File: config.mk
export PLATFORM = sky130hd
export DESIGN_NAME = hbm_back
export DESIGN_NICKNAME = d
export VERILOG_FILES = /design/src/hdl/hbm_pkg.sv /design/src/hdl/hbm_back.sv
export SDC_FILE = /design/constraint.sdc
export NUM_CORES = 1
export LEC_CHECK = 0
export BUFFER_PORTS_ARGS = -buffer_cell sky130_fd_sc_hd__buf_2
export CORE_ASPECT_RATIO = 1.25
export CORE_UTILIZATION = 40
export DETAILED_ROUTE_END_ITERATION = 8
export GPL_TIMING_DRIVEN = 1
export MAX_ROUTING_LAYER = met4
export PLACE_DENSITY = 0.59
export REMOVE_ABC_BUFFERS = 1
export SETUP_SLACK_MARGIN = 0.2
export SLEW_MARGIN = 20
export SYNTH_ARGS = -nofsm -noshare
export SYNTH_HDL_FRONTEND = slang
export SYNTH_SLANG_ARGS = --single-unit
File: constraint.sdc
create_clock -name clk -period 12.31 [get_ports clk]
set_clock_uncertainty 0.2 [all_clocks]
set_input_delay 0 -clock clk [delete_from_list [all_inputs] [get_ports clk]]
set_output_delay 0 -clock clk [all_outputs]
set_load 0.01 [all_outputs]
File: src/hdl/hbm_pkg.sv
// Shared types, constants and vertex tables for the heightmap block mesher.
package hbm_pkg;

    // Default grid limits
    localparam int unsigned MAX_WIDTH_DEF = 1024;
    localparam int unsigned MAX_ROWS_DEF  = 1024;

    // Field widths
    localparam int unsigned HEIGHT_W = 8;
    localparam int unsigned VOXEL_W  = 16;
    localparam int unsigned RWIDTH_W = 11;
    localparam int unsigned X_W      = 26;
    localparam int unsigned Y_W      = 24;
    localparam int unsigned Z_W      = 26;
    localparam int unsigned SHADE_W  = 8;

    // Cell index width covering the largest grid (4096), and one more for the +1 corner
    localparam int unsigned IDX_W = 12;
    localparam int unsigned XS_W  = IDX_W + 1;
    localparam int unsigned PROD_W = XS_W + VOXEL_W;

    // Width used for row length compares, large enough for the largest grid
    localparam int unsigned CMP_W = 13;

    // Output stream payload
    localparam int unsigned M_DATA_W = ((X_W + Y_W + Z_W + SHADE_W + 7) / 8) * 8;

    // Configuration register indexes
    localparam int unsigned CFG_ADDR_W = 1;
    localparam logic [CFG_ADDR_W-1:0] REG_ROW_WIDTH  = 1'd0;
    localparam logic [CFG_ADDR_W-1:0] REG_VOXEL_SIZE = 1'd1;

    // Reset values of the configuration registers
    localparam logic [RWIDTH_W-1:0] ROW_WIDTH_RST  = 11'd1024;
    localparam logic [VOXEL_W-1:0]  VOXEL_SIZE_RST = 16'd256;

    // Request queue between front and back
    localparam int unsigned QUEUE_DEPTH = 2;

    // Faces of one cell, in emission order
    typedef enum logic [1:0] {
        FACE_TOP,
        FACE_LEFT,
        FACE_FRONT
    } face_t;

    localparam logic [2:0] LAST_VTX = 3'd5;

    // Per vertex: x offset, z offset, use the other height
    typedef struct packed {
        logic dx;
        logic dz;
        logic other;
    } vtx_attr_t;

    localparam logic [2:0] TOP_LUT [6] = '{3'b000, 3'b100, 3'b110, 3'b000, 3'b010, 3'b110};
    localparam logic [2:0] LEFT_LUT [6] = '{3'b000, 3'b001, 3'b011, 3'b000, 3'b011, 3'b010};
    localparam logic [2:0] FRONT_LUT [6] = '{3'b000, 3'b001, 3'b101, 3'b000, 3'b100, 3'b101};

    // Look up the corner of vertex v of face f
    function automatic vtx_attr_t vtx_attr(face_t f, logic [2:0] v);
        logic [2:0] bits;
        bits = 3'b000;
        if (v <= LAST_VTX)
        begin
            unique case (f)
                FACE_TOP:   bits = TOP_LUT[v];
                FACE_LEFT:  bits = LEFT_LUT[v];
                FACE_FRONT: bits = FRONT_LUT[v];
                default:    bits = 3'b000;
            endcase
        end
        return vtx_attr_t'(bits);
    endfunction

    // One classified sample, handed from front to back
    typedef struct packed {
        logic [HEIGHT_W-1:0] height;
        logic [HEIGHT_W-1:0] left_code;
        logic [HEIGHT_W-1:0] front_code;
        logic [IDX_W-1:0]    col;
        logic [IDX_W-1:0]    row;
        logic                has_left;
        logic                has_front;
    } cell_req_t;

endpackage

File: src/hdl/hbm_back.sv
// Back end: steps through the faces of one cell and emits scaled vertices.
module hbm_back
    import hbm_pkg::*;
(
    input  logic                clk,
    input  logic                rst_n,
    input  logic                req_valid,
    output logic                req_ready,
    input  cell_req_t           req,
    input  logic [VOXEL_W-1:0]  voxel_size,
    output logic                out_valid,
    input  logic                out_ready,
    output logic [X_W-1:0]      vert_x,
    output logic [Y_W-1:0]      vert_y,
    output logic [Z_W-1:0]      vert_z,
    output logic [SHADE_W-1:0]  shade,
    output logic                last_of_cell
);

    // Sequencer state
    cell_req_t           cur_reg;
    logic                cur_vld_reg;
    face_t               face_reg;
    logic [2:0]          vtx_reg;

    // Vertex select stage
    logic                a_vld_reg;
    logic [XS_W-1:0]     a_xs_reg;
    logic [XS_W-1:0]     a_zs_reg;
    logic [HEIGHT_W-1:0] a_code_reg;
    logic                a_last_reg;

    // Output register
    logic                o_vld_reg;
    logic [X_W-1:0]      o_x_reg;
    logic [Y_W-1:0]      o_y_reg;
    logic [Z_W-1:0]      o_z_reg;
    logic [SHADE_W-1:0]  o_shade_reg;
    logic                o_last_reg;

    logic                o_adv, a_adv, issue, is_last, fin, pop;
    vtx_attr_t           attr;
    logic [HEIGHT_W-1:0] other_code;
    logic [HEIGHT_W-1:0] code;
    face_t               face_after;
    logic [PROD_W-1:0]   prod_x, prod_z;
    logic [Y_W-1:0]      prod_y;

    assign o_adv = !o_vld_reg || out_ready;
    assign a_adv = !a_vld_reg || o_adv;
    assign issue = cur_vld_reg && a_adv;

    // Pick the corner and height of the current vertex
    always_comb
    begin
        attr = vtx_attr(face_reg, vtx_reg);
        unique case (face_reg)
            FACE_TOP:   other_code = cur_reg.height;
            FACE_LEFT:  other_code = cur_reg.left_code;
            FACE_FRONT: other_code = cur_reg.front_code;
            default:    other_code = cur_reg.height;
        endcase
        code = attr.other ? other_code : cur_reg.height;
    end

    // Work out the face that follows and whether this vertex closes the cell
    always_comb
    begin
        face_after = cur_reg.has_left ? FACE_LEFT : FACE_FRONT;
        is_last    = 1'b0;
        unique case (face_reg)
            FACE_TOP:
            begin
                face_after = cur_reg.has_left ? FACE_LEFT : FACE_FRONT;
                is_last    = !cur_reg.has_left && !cur_reg.has_front;
            end
            FACE_LEFT:
            begin
                face_after = FACE_FRONT;
                is_last    = !cur_reg.has_front;
            end
            FACE_FRONT:
            begin
                face_after = FACE_FRONT;
                is_last    = 1'b1;
            end
            default:
            begin
                face_after = FACE_FRONT;
                is_last    = 1'b1;
            end
        endcase
        is_last = is_last && (vtx_reg == LAST_VTX);
    end

    assign fin       = issue && is_last;
    assign req_ready = !cur_vld_reg || fin;
    assign pop       = req_valid && req_ready;

    // Step through vertices and faces, load the next request on completion
    always_ff @(posedge clk or negedge rst_n)
    begin
        if (!rst_n)
        begin
            cur_vld_reg <= 1'b0;
            face_reg    <= FACE_TOP;
            vtx_reg     <= '0;
        end
        else if (pop)
        begin
            cur_vld_reg <= 1'b1;
            face_reg    <= FACE_TOP;
            vtx_reg     <= '0;
        end
        else if (fin)
        begin
            cur_vld_reg <= 1'b0;
        end
        else if (issue)
        begin
            if (vtx_reg == LAST_VTX)
            begin
                vtx_reg  <= '0;
                face_reg <= face_after;
            end
            else
            begin
                vtx_reg <= vtx_reg + 3'd1;
            end
        end
    end

    always_ff @(posedge clk)
    begin
        if (pop)
            cur_reg <= req;
    end

    // Vertex select stage
    always_ff @(posedge clk or negedge rst_n)
    begin
        if (!rst_n)
            a_vld_reg <= 1'b0;
        else if (a_adv)
            a_vld_reg <= issue;
    end

    always_ff @(posedge clk)
    begin
        if (issue)
        begin
            a_xs_reg   <= XS_W'(cur_reg.col) + XS_W'(attr.dx);
            a_zs_reg   <= XS_W'(cur_reg.row) + XS_W'(attr.dz);
            a_code_reg <= code;
            a_last_reg <= is_last;
        end
    end

    // Scale by the voxel size
    assign prod_x = PROD_W'(a_xs_reg) * PROD_W'(voxel_size);
    assign prod_z = PROD_W'(a_zs_reg) * PROD_W'(voxel_size);
    assign prod_y = Y_W'(a_code_reg) * Y_W'(voxel_size);

    always_ff @(posedge clk or negedge rst_n)
    begin
        if (!rst_n)
            o_vld_reg <= 1'b0;
        else if (o_adv)
            o_vld_reg <= a_vld_reg;
    end

    always_ff @(posedge clk)
    begin
        if (o_adv && a_vld_reg)
        begin
            o_x_reg     <= prod_x[X_W-1:0];
            o_y_reg     <= prod_y;
            o_z_reg     <= prod_z[Z_W-1:0];
            o_shade_reg <= a_code_reg;
            o_last_reg  <= a_last_reg;
        end
    end

    assign out_valid    = o_vld_reg;
    assign vert_x       = o_x_reg;
    assign vert_y       = o_y_reg;
    assign vert_z       = o_z_reg;
    assign shade        = o_shade_reg;
    assign last_of_cell = o_last_reg;

    a_left_face_used: assert property (@(posedge clk) disable iff (!rst_n)
        cur_vld_reg && (face_reg == FACE_LEFT) |-> cur_reg.has_left)
        else $error("left wall emitted for a cell without one");

    a_front_reached: assert property (@(posedge clk) disable iff (!rst_n)
        fin && (face_reg == FACE_TOP) |-> !cur_reg.has_left && !cur_reg.has_front)
        else $error("cell closed before its walls");

endmodule

==> results_dict.tcl <==
set metrics [dict create \
    outcome "finished clean" \
    flow.area_growth_from_synthesis_pct 11.20 \
    slew_viol_final 0 \
    placement.io_buffers 156 \
    post_synth_most_frequent_cells "sky130_fd_sc_hd__inv_1 (535), sky130_fd_sc_hd__fa_1 (388), sky130_fd_sc_hd__nand2_1 (298)" \
    track_usage_pct 19.25 \
    unrepaired_setup_endpoints_after_global_routing "false" \
    tritoncts.num_buffers 17 \
    die_area_mm2 0.05853 \
    crit_buf_inv 4 \
    synth.ff_latch_count 178 \
    fp.dieW_um 216.6 \
    cts-htree-levels 4 \
    setup.worst_path.class "reg2reg" \
    number_of_flops_mapped_to_enable_cells_by_yosys 170 \
    drive_gt1_share_pct 8.286 \
    netlist.top_cell.by_area "sky130_fd_sc_hd__fa_1" \
    placed_cell_area_mm2 0.02446 \
    cts_num_sinks 178 \
    layout_min_cycle_time_ns 6.010 \
    crit_path_cell_trace "and2_1 > fa_1 > inv_1 > fa_1 > inv_1 > fa_1 > fa_1 > inv_1 > fa_1 > inv_1 > ha_1 > a21oi_1 > o21ai_0 > a211oi_1 > o311ai_1 > o221ai_1 > a21oi_1 > xnor2_1" \
    first_pass_grt_wire_length_um 86490 \
    fmax_mhz 166.4 \
    row_count 97 \
    cts.root.buffer_cell "sky130_fd_sc_hd__clkbuf_16" \
    final_nets 3106 \
    gpl.final_weighted_congestion 0.8396 \
    ys_dominant_reg_cell "sky130_fd_sc_hd__edfxtp_1" \
    synth.top_cell.area_share_pct 33.73 \
    floorplan.die.height_um 270.2 \
    detailedRoute.firstPassIterationCount 5 \
    synth.lib_cells_used.distinct 54 \
    route.detailed.drc 0 \
    worstHoldPathType "in2reg" \
    placement.setup.worst_slack_ns 6.297 \
    syn_area_mm2 0.02303 \
    critPathCaptureType "register" \
    critical_path.slowest_cell "sky130_fd_sc_hd__edfxtp_1" \
    vias_in_the_first_global_route 17310 \
    drv_cap 0 \
    clkSlewWorstSetupHoldPaths_ns 0.08 \
    final-setup-viol-count 0 \
    hold_viol_final 0 \
    final_cell_area_mm2 0.02560 \
    cts_tree "done" \
    core-area_mm2 0.05644 \
    layout_worst_path_cycle_share_pct 48.82 \
    synth_cells 2324 \
    final_core_util_pct 45.37 \
    max_ffs_per_register 50 \
    clock_latency_ns 0.48 \
    totalNegativeSetupSlack_ns 0 \
    cpPeakStageDelay_ns 0.63 \
    number_of_drc_violations_after_detailed_routing_iteration_0 558 \
    dpl.hpwl_um 38710 \
    vias_per_cell 4.867 \
    synth.yosys.seq_area_share_pct 23.04 \
    final.setup.worst_slack_ns 6.300 \
    clock_path_buffers 2 \
    worst-slew-pin-transition_ns 1.021 \
    cp.arrival_ns 6.03 \
    floorplan.initialDensity_pct 40.80 \
    mapped_avg_cell_area_um2 9.908 \
    floorplan.io_pins 157 \
    timing.critical_path.required_ns 12.33 \
    number_of_antenna_violations_at_the_first_check_in_global_routing 2 \
    synth_area_leaders "sky130_fd_sc_hd__fa_1 (34%), sky130_fd_sc_hd__edfxtp_1 (22%), sky130_fd_sc_hd__ha_1 (9.5%), sky130_fd_sc_hd__inv_1 (8.7%), sky130_fd_sc_hd__and2_1 (7.5%)" \
    global_route.overflow_total 0 \
    cts_setup_buffers 0 \
    synth-warning-count 0 \
    cpLargestDelayFamily "adder cells" \
    largest_net_degree_at_the_start_of_global_routing 52 \
    slew-limit-headroom_pct 31.81 \
    cp-start-kind "register" \
    fill_cells 5307 \
    crit_top_cell "sky130_fd_sc_hd__fa_1" \
    wirelength_um 51110 \
    synth_most_common_cell "sky130_fd_sc_hd__inv_1" \
    routed_antenna_nets 0 \
    via_count 15720 \
    worstPathMaxFanout 16 \
    async_flop_share_pct 4.494 \
    wl_cell_um 15.82 \
]
[through the flow]
stage,cells,hold WS [ns]
2_1_floorplan,2238,-0.4956
3_3_place_gp,3142,-0.3468
3_5_place_dp,3142,-0.3413
4_1_cts,3228,0.003258
5_1_grt,3230,0.02101
6_report,3230,0.03163
[cell type report]
type | count | area (um2) | area share [%]
clock buffers | 18 | 439.2 | 1.715
diodes | 2 | 5.005 | 0.01955
clock inverters | 14 | 155.1 | 0.6059
flip-flops and latches | 178 | 5305 | 20.72
repair buffers | 216 | 1366 | 5.336
well taps | 742 | 928.4 | 3.626
multi-input cells | 1525 | 15400 | 60.13
inverters | 535 | 2008 | 7.843
[timing repair]
action | CTS | global route
endpoints found under the hold margin | 66 | 0
resized for setup | 0 | 0
hold buffers | 54 | 0
[placed cells by master, fill, tap and decap left out, drive strengths merged, types with 3 or more instances in the layout]
cell | synthesis | final
o21ai | 33 | 33
a31o | 3 | 3
nor2 | 31 | 31
ha | 175 | 175
o21bai | 9 | 9
a21o | 19 | 19
o31ai | 3 | 3
a21oi | 68 | 68
or4 | 3 | 3
mux2i | 3 | 3
dfrtp | 8 | 8
xor2 | 24 | 24
a31oi | 3 | 3
and3 | 14 | 14
nand3 | 19 | 19
nand2 | 298 | 298
o311ai | 3 | 3
a211oi | 9 | 9
buf | 0 | 162
xnor2 | 65 | 65
and2 | 275 | 275
dlygate4sd3 | 0 | 54
nor3 | 8 | 8
nand2b | 10 | 10
inv | 535 | 544
edfxtp | 170 | 170
clkinv | 0 | 5
clkbuf | 86 | 18
o211ai | 4 | 4
o21a | 10 | 10
nand3b | 3 | 3
fa | 388 | 388
nor2b | 8 | 8
a22oi | 8 | 8
nand4 | 3 | 3
[layer usage]
layer | GRT usage [%] | up-vias | part of all wire (%)
li1 | - | 7354 | -
met1 | 22.26 | 7966 | 41
met2 | 33.91 | 323 | 52
met3 | 3.142 | 76 | 4.0
met4 | 5.986 | 0 | 2.4
met5 | - | - | 0
[worst paths after layout]
| check | start | endpoint | slack [ns] | cells past startpoint |
|---|---|---|---|---|
| max in group asynchronous | rst_n | vtx_reg[1] | 11.30 | 3 |
| max reg2reg | a_xs_reg[7] | vert_x[25] | 6.30 | 18 |
| min reg2reg | a_last_reg | last_of_cell | 0.21 | 0 |
| min | req[45] | cur_reg[45] | 0.03 | 2 |
| max | a_xs_reg[7] | vert_x[25] | 6.30 | 18 |
| min in group asynchronous | rst_n | face_reg[0] | 0.34 | 3 |
[cell families (layout without fill, tap and decap cells)]
group           after synthesis  in the layout  synth area share, %
compound gates              187            187                5.146
flops                       178            178                23.04
buf+inv                     621            783                10.12
other cells                   0              2                    0
xor+xnor                     89             89                3.385
fa+ha+maj                   563            563                43.24
simple gates                682            682                14.88
mux                           4              4               0.1793
Power is left out: the tool's default activity adds up to more than one toggle a clock period on the data nets, which glitch-free logic cannot reach.
