--- src/hdl/hbm_pkg.sv ---
// Shared types, constants and vertex tables for the heightmap block mesher.
package hbm_pkg;

    // Default grid limits
    localparam int unsigned MAX_WIDTH_DEF = 1024;
    localparam int unsigned MAX_ROWS_DEF  = 1024;

    // Field widths
    localparam int unsigned HEIGHT_W = 8;
    localparam int unsigned VOXEL_W  = 16;
    localparam int unsigned RWIDTH_W = 11;
    localparam int unsigned X_W      = 26;
    localparam int unsigned Y_W      = 24;
    localparam int unsigned Z_W      = 26;
    localparam int unsigned SHADE_W  = 8;

    // Cell index width covering the largest grid (4096), and one more for the +1 corner
    localparam int unsigned IDX_W = 12;
    localparam int unsigned XS_W  = IDX_W + 1;
    localparam int unsigned PROD_W = XS_W + VOXEL_W;

    // Width used for row length compares, large enough for the largest grid
    localparam int unsigned CMP_W = 13;

    // Output stream payload
    localparam int unsigned M_DATA_W = ((X_W + Y_W + Z_W + SHADE_W + 7) / 8) * 8;

    // Configuration register indexes
    localparam int unsigned CFG_ADDR_W = 1;
    localparam logic [CFG_ADDR_W-1:0] REG_ROW_WIDTH  = 1'd0;
    localparam logic [CFG_ADDR_W-1:0] REG_VOXEL_SIZE = 1'd1;

    // Reset values of the configuration registers
    localparam logic [RWIDTH_W-1:0] ROW_WIDTH_RST  = 11'd1024;
    localparam logic [VOXEL_W-1:0]  VOXEL_SIZE_RST = 16'd256;

    // Request queue between front and back
    localparam int unsigned QUEUE_DEPTH = 2;

    // Faces of one cell, in emission order
    typedef enum logic [1:0] {
        FACE_TOP,
        FACE_LEFT,
        FACE_FRONT
    } face_t;

    localparam logic [2:0] LAST_VTX = 3'd5;

    // Per vertex: x offset, z offset, use the other height
    typedef struct packed {
        logic dx;
        logic dz;
        logic other;
    } vtx_attr_t;

    localparam logic [2:0] TOP_LUT [6] = '{3'b000, 3'b100, 3'b110, 3'b000, 3'b010, 3'b110};
    localparam logic [2:0] LEFT_LUT [6] = '{3'b000, 3'b001, 3'b011, 3'b000, 3'b011, 3'b010};
    localparam logic [2:0] FRONT_LUT [6] = '{3'b000, 3'b001, 3'b101, 3'b000, 3'b100, 3'b101};

    // Look up the corner of vertex v of face f
    function automatic vtx_attr_t vtx_attr(face_t f, logic [2:0] v);
        logic [2:0] bits;
        bits = 3'b000;
        if (v <= LAST_VTX)
        begin
            unique case (f)
                FACE_TOP:   bits = TOP_LUT[v];
                FACE_LEFT:  bits = LEFT_LUT[v];
                FACE_FRONT: bits = FRONT_LUT[v];
                default:    bits = 3'b000;
            endcase
        end
        return vtx_attr_t'(bits);
    endfunction

    // One classified sample, handed from front to back
    typedef struct packed {
        logic [HEIGHT_W-1:0] height;
        logic [HEIGHT_W-1:0] left_code;
        logic [HEIGHT_W-1:0] front_code;
        logic [IDX_W-1:0]    col;
        logic [IDX_W-1:0]    row;
        logic                has_left;
        logic                has_front;
    } cell_req_t;

endpackage

--- src/hdl/hbm_queue.sv ---
// Short request queue between the classifying front end and the vertex emitter.
module hbm_queue
    import hbm_pkg::*;
(
    input  logic      clk,
    input  logic      rst_n,
    input  logic      push_valid,
    output logic      push_ready,
    input  cell_req_t push_data,
    output logic      pop_valid,
    input  logic      pop_ready,
    output cell_req_t pop_data
);

    localparam int unsigned PTR_W = (QUEUE_DEPTH > 1) ? $clog2(QUEUE_DEPTH) : 1;
    localparam int unsigned CNT_W = $clog2(QUEUE_DEPTH + 1);

    cell_req_t        slot [QUEUE_DEPTH];
    logic [PTR_W-1:0] wr_ptr_reg, wr_ptr_next;
    logic [PTR_W-1:0] rd_ptr_reg, rd_ptr_next;
    logic [CNT_W-1:0] count_reg, count_next;
    logic             push, pop;

    assign push_ready = (count_reg != CNT_W'(QUEUE_DEPTH));
    assign pop_valid  = (count_reg != '0);
    assign push       = push_valid && push_ready;
    assign pop        = pop_valid && pop_ready;
    assign pop_data   = slot[rd_ptr_reg];

    // Advance the pointers with wrap at the queue depth
    always_comb
    begin
        wr_ptr_next = wr_ptr_reg;
        rd_ptr_next = rd_ptr_reg;
        count_next  = count_reg;
        if (push)
            wr_ptr_next = (wr_ptr_reg == PTR_W'(QUEUE_DEPTH - 1)) ? '0 : wr_ptr_reg + PTR_W'(1);
        if (pop)
            rd_ptr_next = (rd_ptr_reg == PTR_W'(QUEUE_DEPTH - 1)) ? '0 : rd_ptr_reg + PTR_W'(1);
        if (push && !pop)
            count_next = count_reg + CNT_W'(1);
        else if (pop && !push)
            count_next = count_reg - CNT_W'(1);
    end

    always_ff @(posedge clk or negedge rst_n)
    begin
        if (!rst_n)
        begin
            wr_ptr_reg <= '0;
            rd_ptr_reg <= '0;
            count_reg  <= '0;
        end
        else
        begin
            wr_ptr_reg <= wr_ptr_next;
            rd_ptr_reg <= rd_ptr_next;
            count_reg  <= count_next;
        end
    end

    // Store the incoming request
    always_ff @(posedge clk)
    begin
        if (push)
            slot[wr_ptr_reg] <= push_data;
    end

    a_count_bound: assert property (@(posedge clk) disable iff (!rst_n)
        count_reg <= CNT_W'(QUEUE_DEPTH))
        else $error("queue fill count overran its depth");

endmodule

--- config.mk ---
export PLATFORM = sky130hd
export DESIGN_NAME = hbm_queue
export DESIGN_NICKNAME = d
export VERILOG_FILES = /design/src/hdl/hbm_pkg.sv /design/src/hdl/hbm_queue.sv
export SDC_FILE = /design/constraint.sdc
export NUM_CORES = 1
export LEC_CHECK = 0
export ABC_AREA = 0
export BUFFER_PORTS_ARGS = -buffer_cell sky130_fd_sc_hd__clkbuf_2
export CAP_MARGIN = 5
export CORE_MARGIN = 3
export CORE_UTILIZATION = 25
export CTS_CLUSTER_SIZE = 40
export DETAILED_ROUTE_END_ITERATION = 16
export GPL_TIMING_DRIVEN = 1
export MAX_ROUTING_LAYER = met4
export PLACE_DENSITY = 0.48
export SLEW_MARGIN = 20
export SYNTH_ARGS = -nofsm -noshare
export SYNTH_HDL_FRONTEND = slang
export SYNTH_SLANG_ARGS = --single-unit
--- constraint.sdc ---
create_clock -name clk -period 5.8 [get_ports clk]
set_clock_uncertainty 0.2 [all_clocks]
set_input_delay 1.16 -clock clk [delete_from_list [all_inputs] [get_ports clk]]
set_output_delay 1.16 -clock clk [all_outputs]
set_load 0.01 [all_outputs]
==> results of run 1 <==
-- through the flow --
step	instances	cell area, µm²
floorplan	174	4055
finish	502	5074
global route	502	5074
detailed placement	486	4761
CTS	502	5074
global placement	486	4761
-- cell type report --
class / count / share of cell area
inverter: 1 / 0.0007398
sequential: 104 / 0.6123
clock inverter: 6 / 0.01652
timing repair buffer: 107 / 0.1065
multi-input combinational: 63 / 0.1667
clock buffer: 10 / 0.04513
tap: 211 / 0.05203
-- per-layer routing --
layer | part of all wire | up-vias
met3 | 0.080 | 11
met1 | 0.41 | 926
met2 | 0.49 | 69
met4 | 0.020 | 0
li1 | - | 898
met5 | 0 | -
-- how the worst min path moves through the flow --
stage / start / to / cells after the start
final: count_reg[1] / count_reg[1] / 1
after global routing: count_reg[1] / count_reg[1] / 1
after CTS: count_reg[1] / count_reg[1] / 1
after detailed placement: count_reg[1] / count_reg[1] / 1
after global placement: count_reg[1] / count_reg[1] / 1
after floorplan: count_reg[1] / count_reg[1] / 1
-- logic make-up (layout without fill, tap and decap cells) --
logic type,Yosys count,after routing
buffers and inverters,7,124
adder cells (fa/ha/maj),1,1
XOR/XNOR,5,5
AND/OR/NAND/NOR,7,7
multiplexers,50,50
flip-flops,104,104
-- synthesized netlist by cell type, drive strengths merged --
cell type	count	area, µm²
and3	1	6.260
buf	6	111.4
dfrtp	4	100.1
edfxtp	100	3003
ha	1	12.51
inv	1	3.750
mux2	50	747.0
nand2	2	7.510
nand2b	1	6.260
nor2	2	7.510
or2	1	6.260
xnor2	3	26.28
xor2	2	17.52
-- power by group --
| part | internal (mW) | switching [mW] |
|---|---|---|
| Sequential | 1.03 | 0.144 |
| Combinational | 0.417 | 0.319 |
| Clock | 0.376 | 0.251 |
| Total | 1.82 | 0.715 |
==> impl_metrics.json, run 1 <==
{
  "outcome": "complete, no violations",
  "post-route-min-period_ps": 3370,
  "wl_per_cell_um": 13.65,
  "grtUsageMet3": 0.04079,
  "cts_tree": "built",
  "fmax_mhz": 296.8,
  "port_buffers": 105,
  "cts_resized": 0,
  "ios": 106,
  "rr_startpoint": "count_reg[0]",
  "overflow": 0,
  "endpoint_kind": "output port",
  "cpMaxStageDelayCell": "dfrtp_4",
  "grt_usage": 0.08524,
  "critPathMaxStageDelay_ps": 1080,
  "worst_pin_slew_ps": 1001,
  "finalCritPeriodShare": 0.5810,
  "finalPower_mw": 2.538,
  "busiest_layer": "met2",
  "grt_pass1_wl_um": 11030,
  "place.gp.congestion": 0.6301,
  "crit_family": "flip-flops",
  "ys_ff_latch": 104,
  "htreeDepth": 3,
  "p_leak_nw": 2.023,
  "cap_violations": 0,
  "setup_viol": 0,
  "fin_setup_tns_ps": 0,
  "met2_usage": 0.1326,
  "synth_nets": 229,
  "fin_worst_hold_slack_ps": 292.4,
  "slew_headroom": 0.3329,
  "clk_latency_ps": 340,
  "crit_arrival_ps": 2010,
  "viasPerCell": 3.793,
  "dp_slack_ps": 2732,
  "crit_cells": 2,
  "start_util": 0.2610,
  "yosys.area_share.xor_xnor": 0.01080,
  "power.density_nw_per_um2": 500.3,
  "rows": 45,
  "antenna_cells": 0,
  "drtIter0Drc": 90,
  "path_clk_slew_ps": 60,
  "area_growth_pct": 25.12,
  "antenna_found_initial": 0,
  "synth_adder_area_share": 0.003085,
  "synth-seq-area-share": 0.7652,
  "final_cell_mix": "clkbuf_2 (105), edfxtp_1 (100), mux2_4 (49)",
  "muxShareOfSynthArea": 0.1842,
  "vias": 1904,
  "setup.worst_path.end": "pop_data[29]",
  "drcViolationCount": 0,
  "finalWorstSetupSlack_ps": 2430,
  "dieArea_um2": 17780,
  "totalWireLength_um": 6852,
  "cp_max_fo": 51,
  "hold_path.class": "register to register",
  "ys_types": 15,
  "vdd_drop_max_mv": 0.1884,
  "critical_path.startpoint": "rd_ptr_reg",
  "die_w_um": 133.4,
  "postSynthCellCount": 174,
  "cts_root_buffer": "clkbuf_16",
  "layout-drive-gt1-share": 0.5979,
  "regArea_um2": 3107,
  "crit_buf_inv": 1,
  "largest_register_ffs": 100,
  "grt_pass1_vias": 2060,
  "critPathRequiredTime_ps": 4440,
  "syn-cell-area_um2": 4055,
  "die_y_um": 133.4,
  "post_cts_buffers": 0,
  "rsz0062_at_grt": "no",
  "hold_violations": 0,
  "dpl.hpwl_um": 4327,
  "fill_cells": 1549,
  "antenna_left": 0,
  "start_kind": "register",
  "crit_type": "register to output port",
  "r2r_cells": 4,
  "cts.sinks": 104,
  "core-area_um2": 15540,
  "dr.pass1.iters": 4,
  "synth_top_family_by_area": "multiplexers",
  "cts-buffers-inserted": 9,
  "grt_max_degree": 52,
  "final_max_slew_viol_count": 0,
  "synth.avg_cell_area_um2": 23.31,
  "final_common_cell": "clkbuf_2",
  "multiInputGateArea_um2": 845.8,
  "synth_compound_area_frac": 0,
  "crit_chain": "mux2_2 -> clkbuf_2",
  "fin_util": 0.3265,
  "grt_use_met1": 0.09247,
  "yosysWarnings": 0,
  "r2r_slack_ps": 3810,
  "cts_hold_buf": 0,
  "synthSimpleGateAreaFrac": 0.008331,
  "reg2reg_to": "slot[0][23]",
  "clockBufferDepth": 2,
  "nNetsFinal": 341
}
Note: power is estimated with default switching activity, not from simulation.
==> run 2: changes to the inputs <==
--- a/config.mk
+++ b/config.mk
@@ -5,7 +5,7 @@
 export SDC_FILE = /design/constraint.sdc
 export NUM_CORES = 1
 export LEC_CHECK = 0
-export ABC_AREA = 0
+export ABC_AREA = 1
 export BUFFER_PORTS_ARGS = -buffer_cell sky130_fd_sc_hd__clkbuf_2
 export CAP_MARGIN = 5
 export CORE_MARGIN = 3
==> constraint.sdc (replaced) <==
create_clock -name clk -period 3.4 [get_ports clk]
set_clock_uncertainty 0.2 [all_clocks]
set_input_delay 0.68 -clock clk [delete_from_list [all_inputs] [get_ports clk]]
set_output_delay 0.68 -clock clk [all_outputs]
set_load 0.01 [all_outputs]
==> run 2 against run 1 <==
Effect of this change:
- count of clock-buffer cells in the layout unchanged
- power grew 64%
- sequential cell count unchanged
- largest cell class unchanged
- first-iteration DRC count up 3.3%
==> impl_metrics.json, run 2 <==
{
  "r2r_slack_ps": 1490,
  "p_sw_mw": 1.472,
  "antenna_cells": 0,
  "worst_pin_slew_ps": 722.6,
  "synthTopCellsByArea": "edfxtp_1 (76%), nand2_1 (13%), nand2_2 (3.6%)",
  "seqPwrFrac": 0.442,
  "start_kind": "register",
  "comb_power_share": 0.334,
  "power.density_nw_per_um2": 840.9,
  "setup.worst_path.end": "pop_data[8]",
  "viasPerCell": 3.873,
  "ys_types": 16,
  "critical_path.startpoint": "rd_ptr_reg",
  "clockBufferDepth": 2,
  "rows": 45,
  "antenna_found_initial": 0,
  "antenna_left": 0,
  "htreeDepth": 3,
  "instances_no_fill": 615,
  "fill_cells": 1547,
  "rr_startpoint": "count_reg[0]",
  "synth_top_area_frac": 0.7554,
  "slew_headroom": 0.5182,
  "cts.sinks": 104,
  "die_w_um": 132.1,
  "endpoint_kind": "output port",
  "finalPower_mw": 4.169,
  "min-delay-start": "count_reg[0]",
  "drcViolationCount": 0,
  "vdd_drop_max_mv": 0.3852,
  "grt_pass1_vias": 2394,
  "cts_tree": "built",
  "synth-seq-area-share": 0.7806,
  "placed_area_um2": 4684,
  "ys_ff_latch": 104,
  "synth.avg_cell_area_um2": 13.71,
  "fin_util": 0.3226,
  "final_max_slew_viol_count": 0,
  "hold_violations": 0,
  "outcome": "complete, no violations",
  "yosysMostFrequentCell": "nand2_1",
  "synthFlopType": "edfxtp_1",
  "grt_max_degree": 52,
  "dr.pass1.iters": 4,
  "critPathRequiredTime_ps": 2520,
  "vias": 2382,
  "nNetsFinal": 455,
  "post_cts_buffers": 0,
  "crit_arrival_ps": 1640,
  "p_leak_nw": 2.102,
  "crit_type": "register to output port",
  "yosysTopAreaCell": "edfxtp_1",
  "overflow": 0,
  "fmax_mhz": 396.4,
  "setup_viol": 0,
  "largest_register_ffs": 100,
  "path_clk_slew_ps": 60,
  "grt_pass1_wl_um": 12880,
  "clk_latency_ps": 340,
  "rsz0062_at_grt": "no",
  "drtIter0Drc": 93,
  "hold_path.class": "register to register",
  "fin_worst_hold_slack_ps": 311.7,
  "area_growth_pct": 24.74,
  "place.gp.congestion": 0.6802,
  "synthTopCellsByCount": "nand2_1 (137), edfxtp_1 (100), nand2_2 (23), buf_6 (5), inv_1 (5)",
  "grt_usage": 0.09910,
  "synth_edf_count": 100,
  "start_util": 0.2586,
  "dpl.hpwl_um": 4977,
  "dieArea_um2": 17450,
  "layout-drive-gt1-share": 0.3738,
  "cp_max_fo": 51,
  "cts-buffers-inserted": 9,
  "cts_root_buffer": "clkbuf_16",
  "cap_violations": 0,
  "die_y_um": 132.1,
  "r2r_cells": 5,
  "design_area_um2": 4959,
  "syn-cell-area_um2": 3975,
  "finalCritPeriodShare": 0.7419,
  "final_cell_mix": "nand2_1 (137), clkbuf_2 (105), edfxtp_1 (100)",
  "synth_nets": 345,
  "wl_per_cell_um": 13.14,
  "dp.cells": 599,
  "port_buffers": 105,
  "synthArstFlopShare": 0.03846,
  "final_common_cell": "nand2_1",
  "reg2reg_to": "slot[0][44]",
  "post-route-min-period_ps": 2522,
  "switching_share": 0.3531,
  "p_clk_frac": 0.224,
  "yosysWarnings": 0,
  "ios": 106,
  "postSynthCellCount": 290,
  "p_int_mw": 2.697,
  "core-area_um2": 15370,
  "totalWireLength_um": 8084
}
[run 2: routing by layer]
| layer | wire length, µm | part of all wire | vias up | global-route usage |
|---|---|---|---|---|
| met3 | 547 | 0.068 | 9 | 0.04542 |
| met2 | 3845 | 0.48 | 76 | 0.1559 |
| met1 | 3606 | 0.45 | 1115 | 0.1153 |
| met4 | 85 | 0.011 | 0 | 0.02625 |
| met5 | 0 | 0 | - | - |
| li1 | - | - | 1182 | - |
[run 2: worst min-delay path by stage]
stage / end / cells past startpoint
2_1_floorplan: count_reg[0] / 0
4_1_cts: slot[1][18] / 1
5_1_grt: slot[1][3] / 1
6_report: count_reg[0] / 1
3_5_place_dp: wr_ptr_reg / 1
3_3_place_gp: wr_ptr_reg / 1
[run 2: cell type report]
type                    instances  area, µm²  share of cell area
inverters                       7      33.78            0.006813
multi-input cells             168      726.9              0.1466
well taps                     211      264.0             0.05324
repair buffers                110      565.5              0.1141
flip-flops and latches        104       3104              0.6260
clock buffers                  10      229.0             0.04618
clock inverters                 5      35.03            0.007065
[run 2: cells by family after synthesis]
family	after synthesis	synth area share
DFF	104	0.7806
adders and majority gates	1	0.003147
buffers and inverters	18	0.04029
and+or+nand+nor	165	0.1715
xor gates and xnor gates	2	0.004407
[run 2: stage by stage]
| stage | worst slack (ps) | setup TNS, ps |
|---|---|---|
| floorplan | -110.4 | -11040 |
| global placement | 1183 | 0 |
| detailed placement | 1202 | 0 |
| CTS | 811.6 | 0 |
| global route | 689.0 | 0 |
| finish | 877.6 | 0 |
[run 2: worst max-delay path, cell delays in order, from the launching register on]
cell and delay, ps:
dfrtp_2 410, buf_4 520, nand2_1 100, nand2_1 120
clkbuf_2 130
[run 2: repair_timing]
action / in CTS / in global routing
resized for setup: 0 / 0
hold buffers: 1 / 0
endpoints found under the hold margin: 4 / 0
[run 2: power groups by stage]
stage	logic, mW	registers (mW)	clock network [mW]
final	1.39	1.84	0.933
after global routing	1.59	1.87	1.03
after CTS	1.45	1.84	0.980
after detailed placement	1.45	1.87	0
after global placement	1.44	1.86	0
after floorplan	0.966	1.87	0
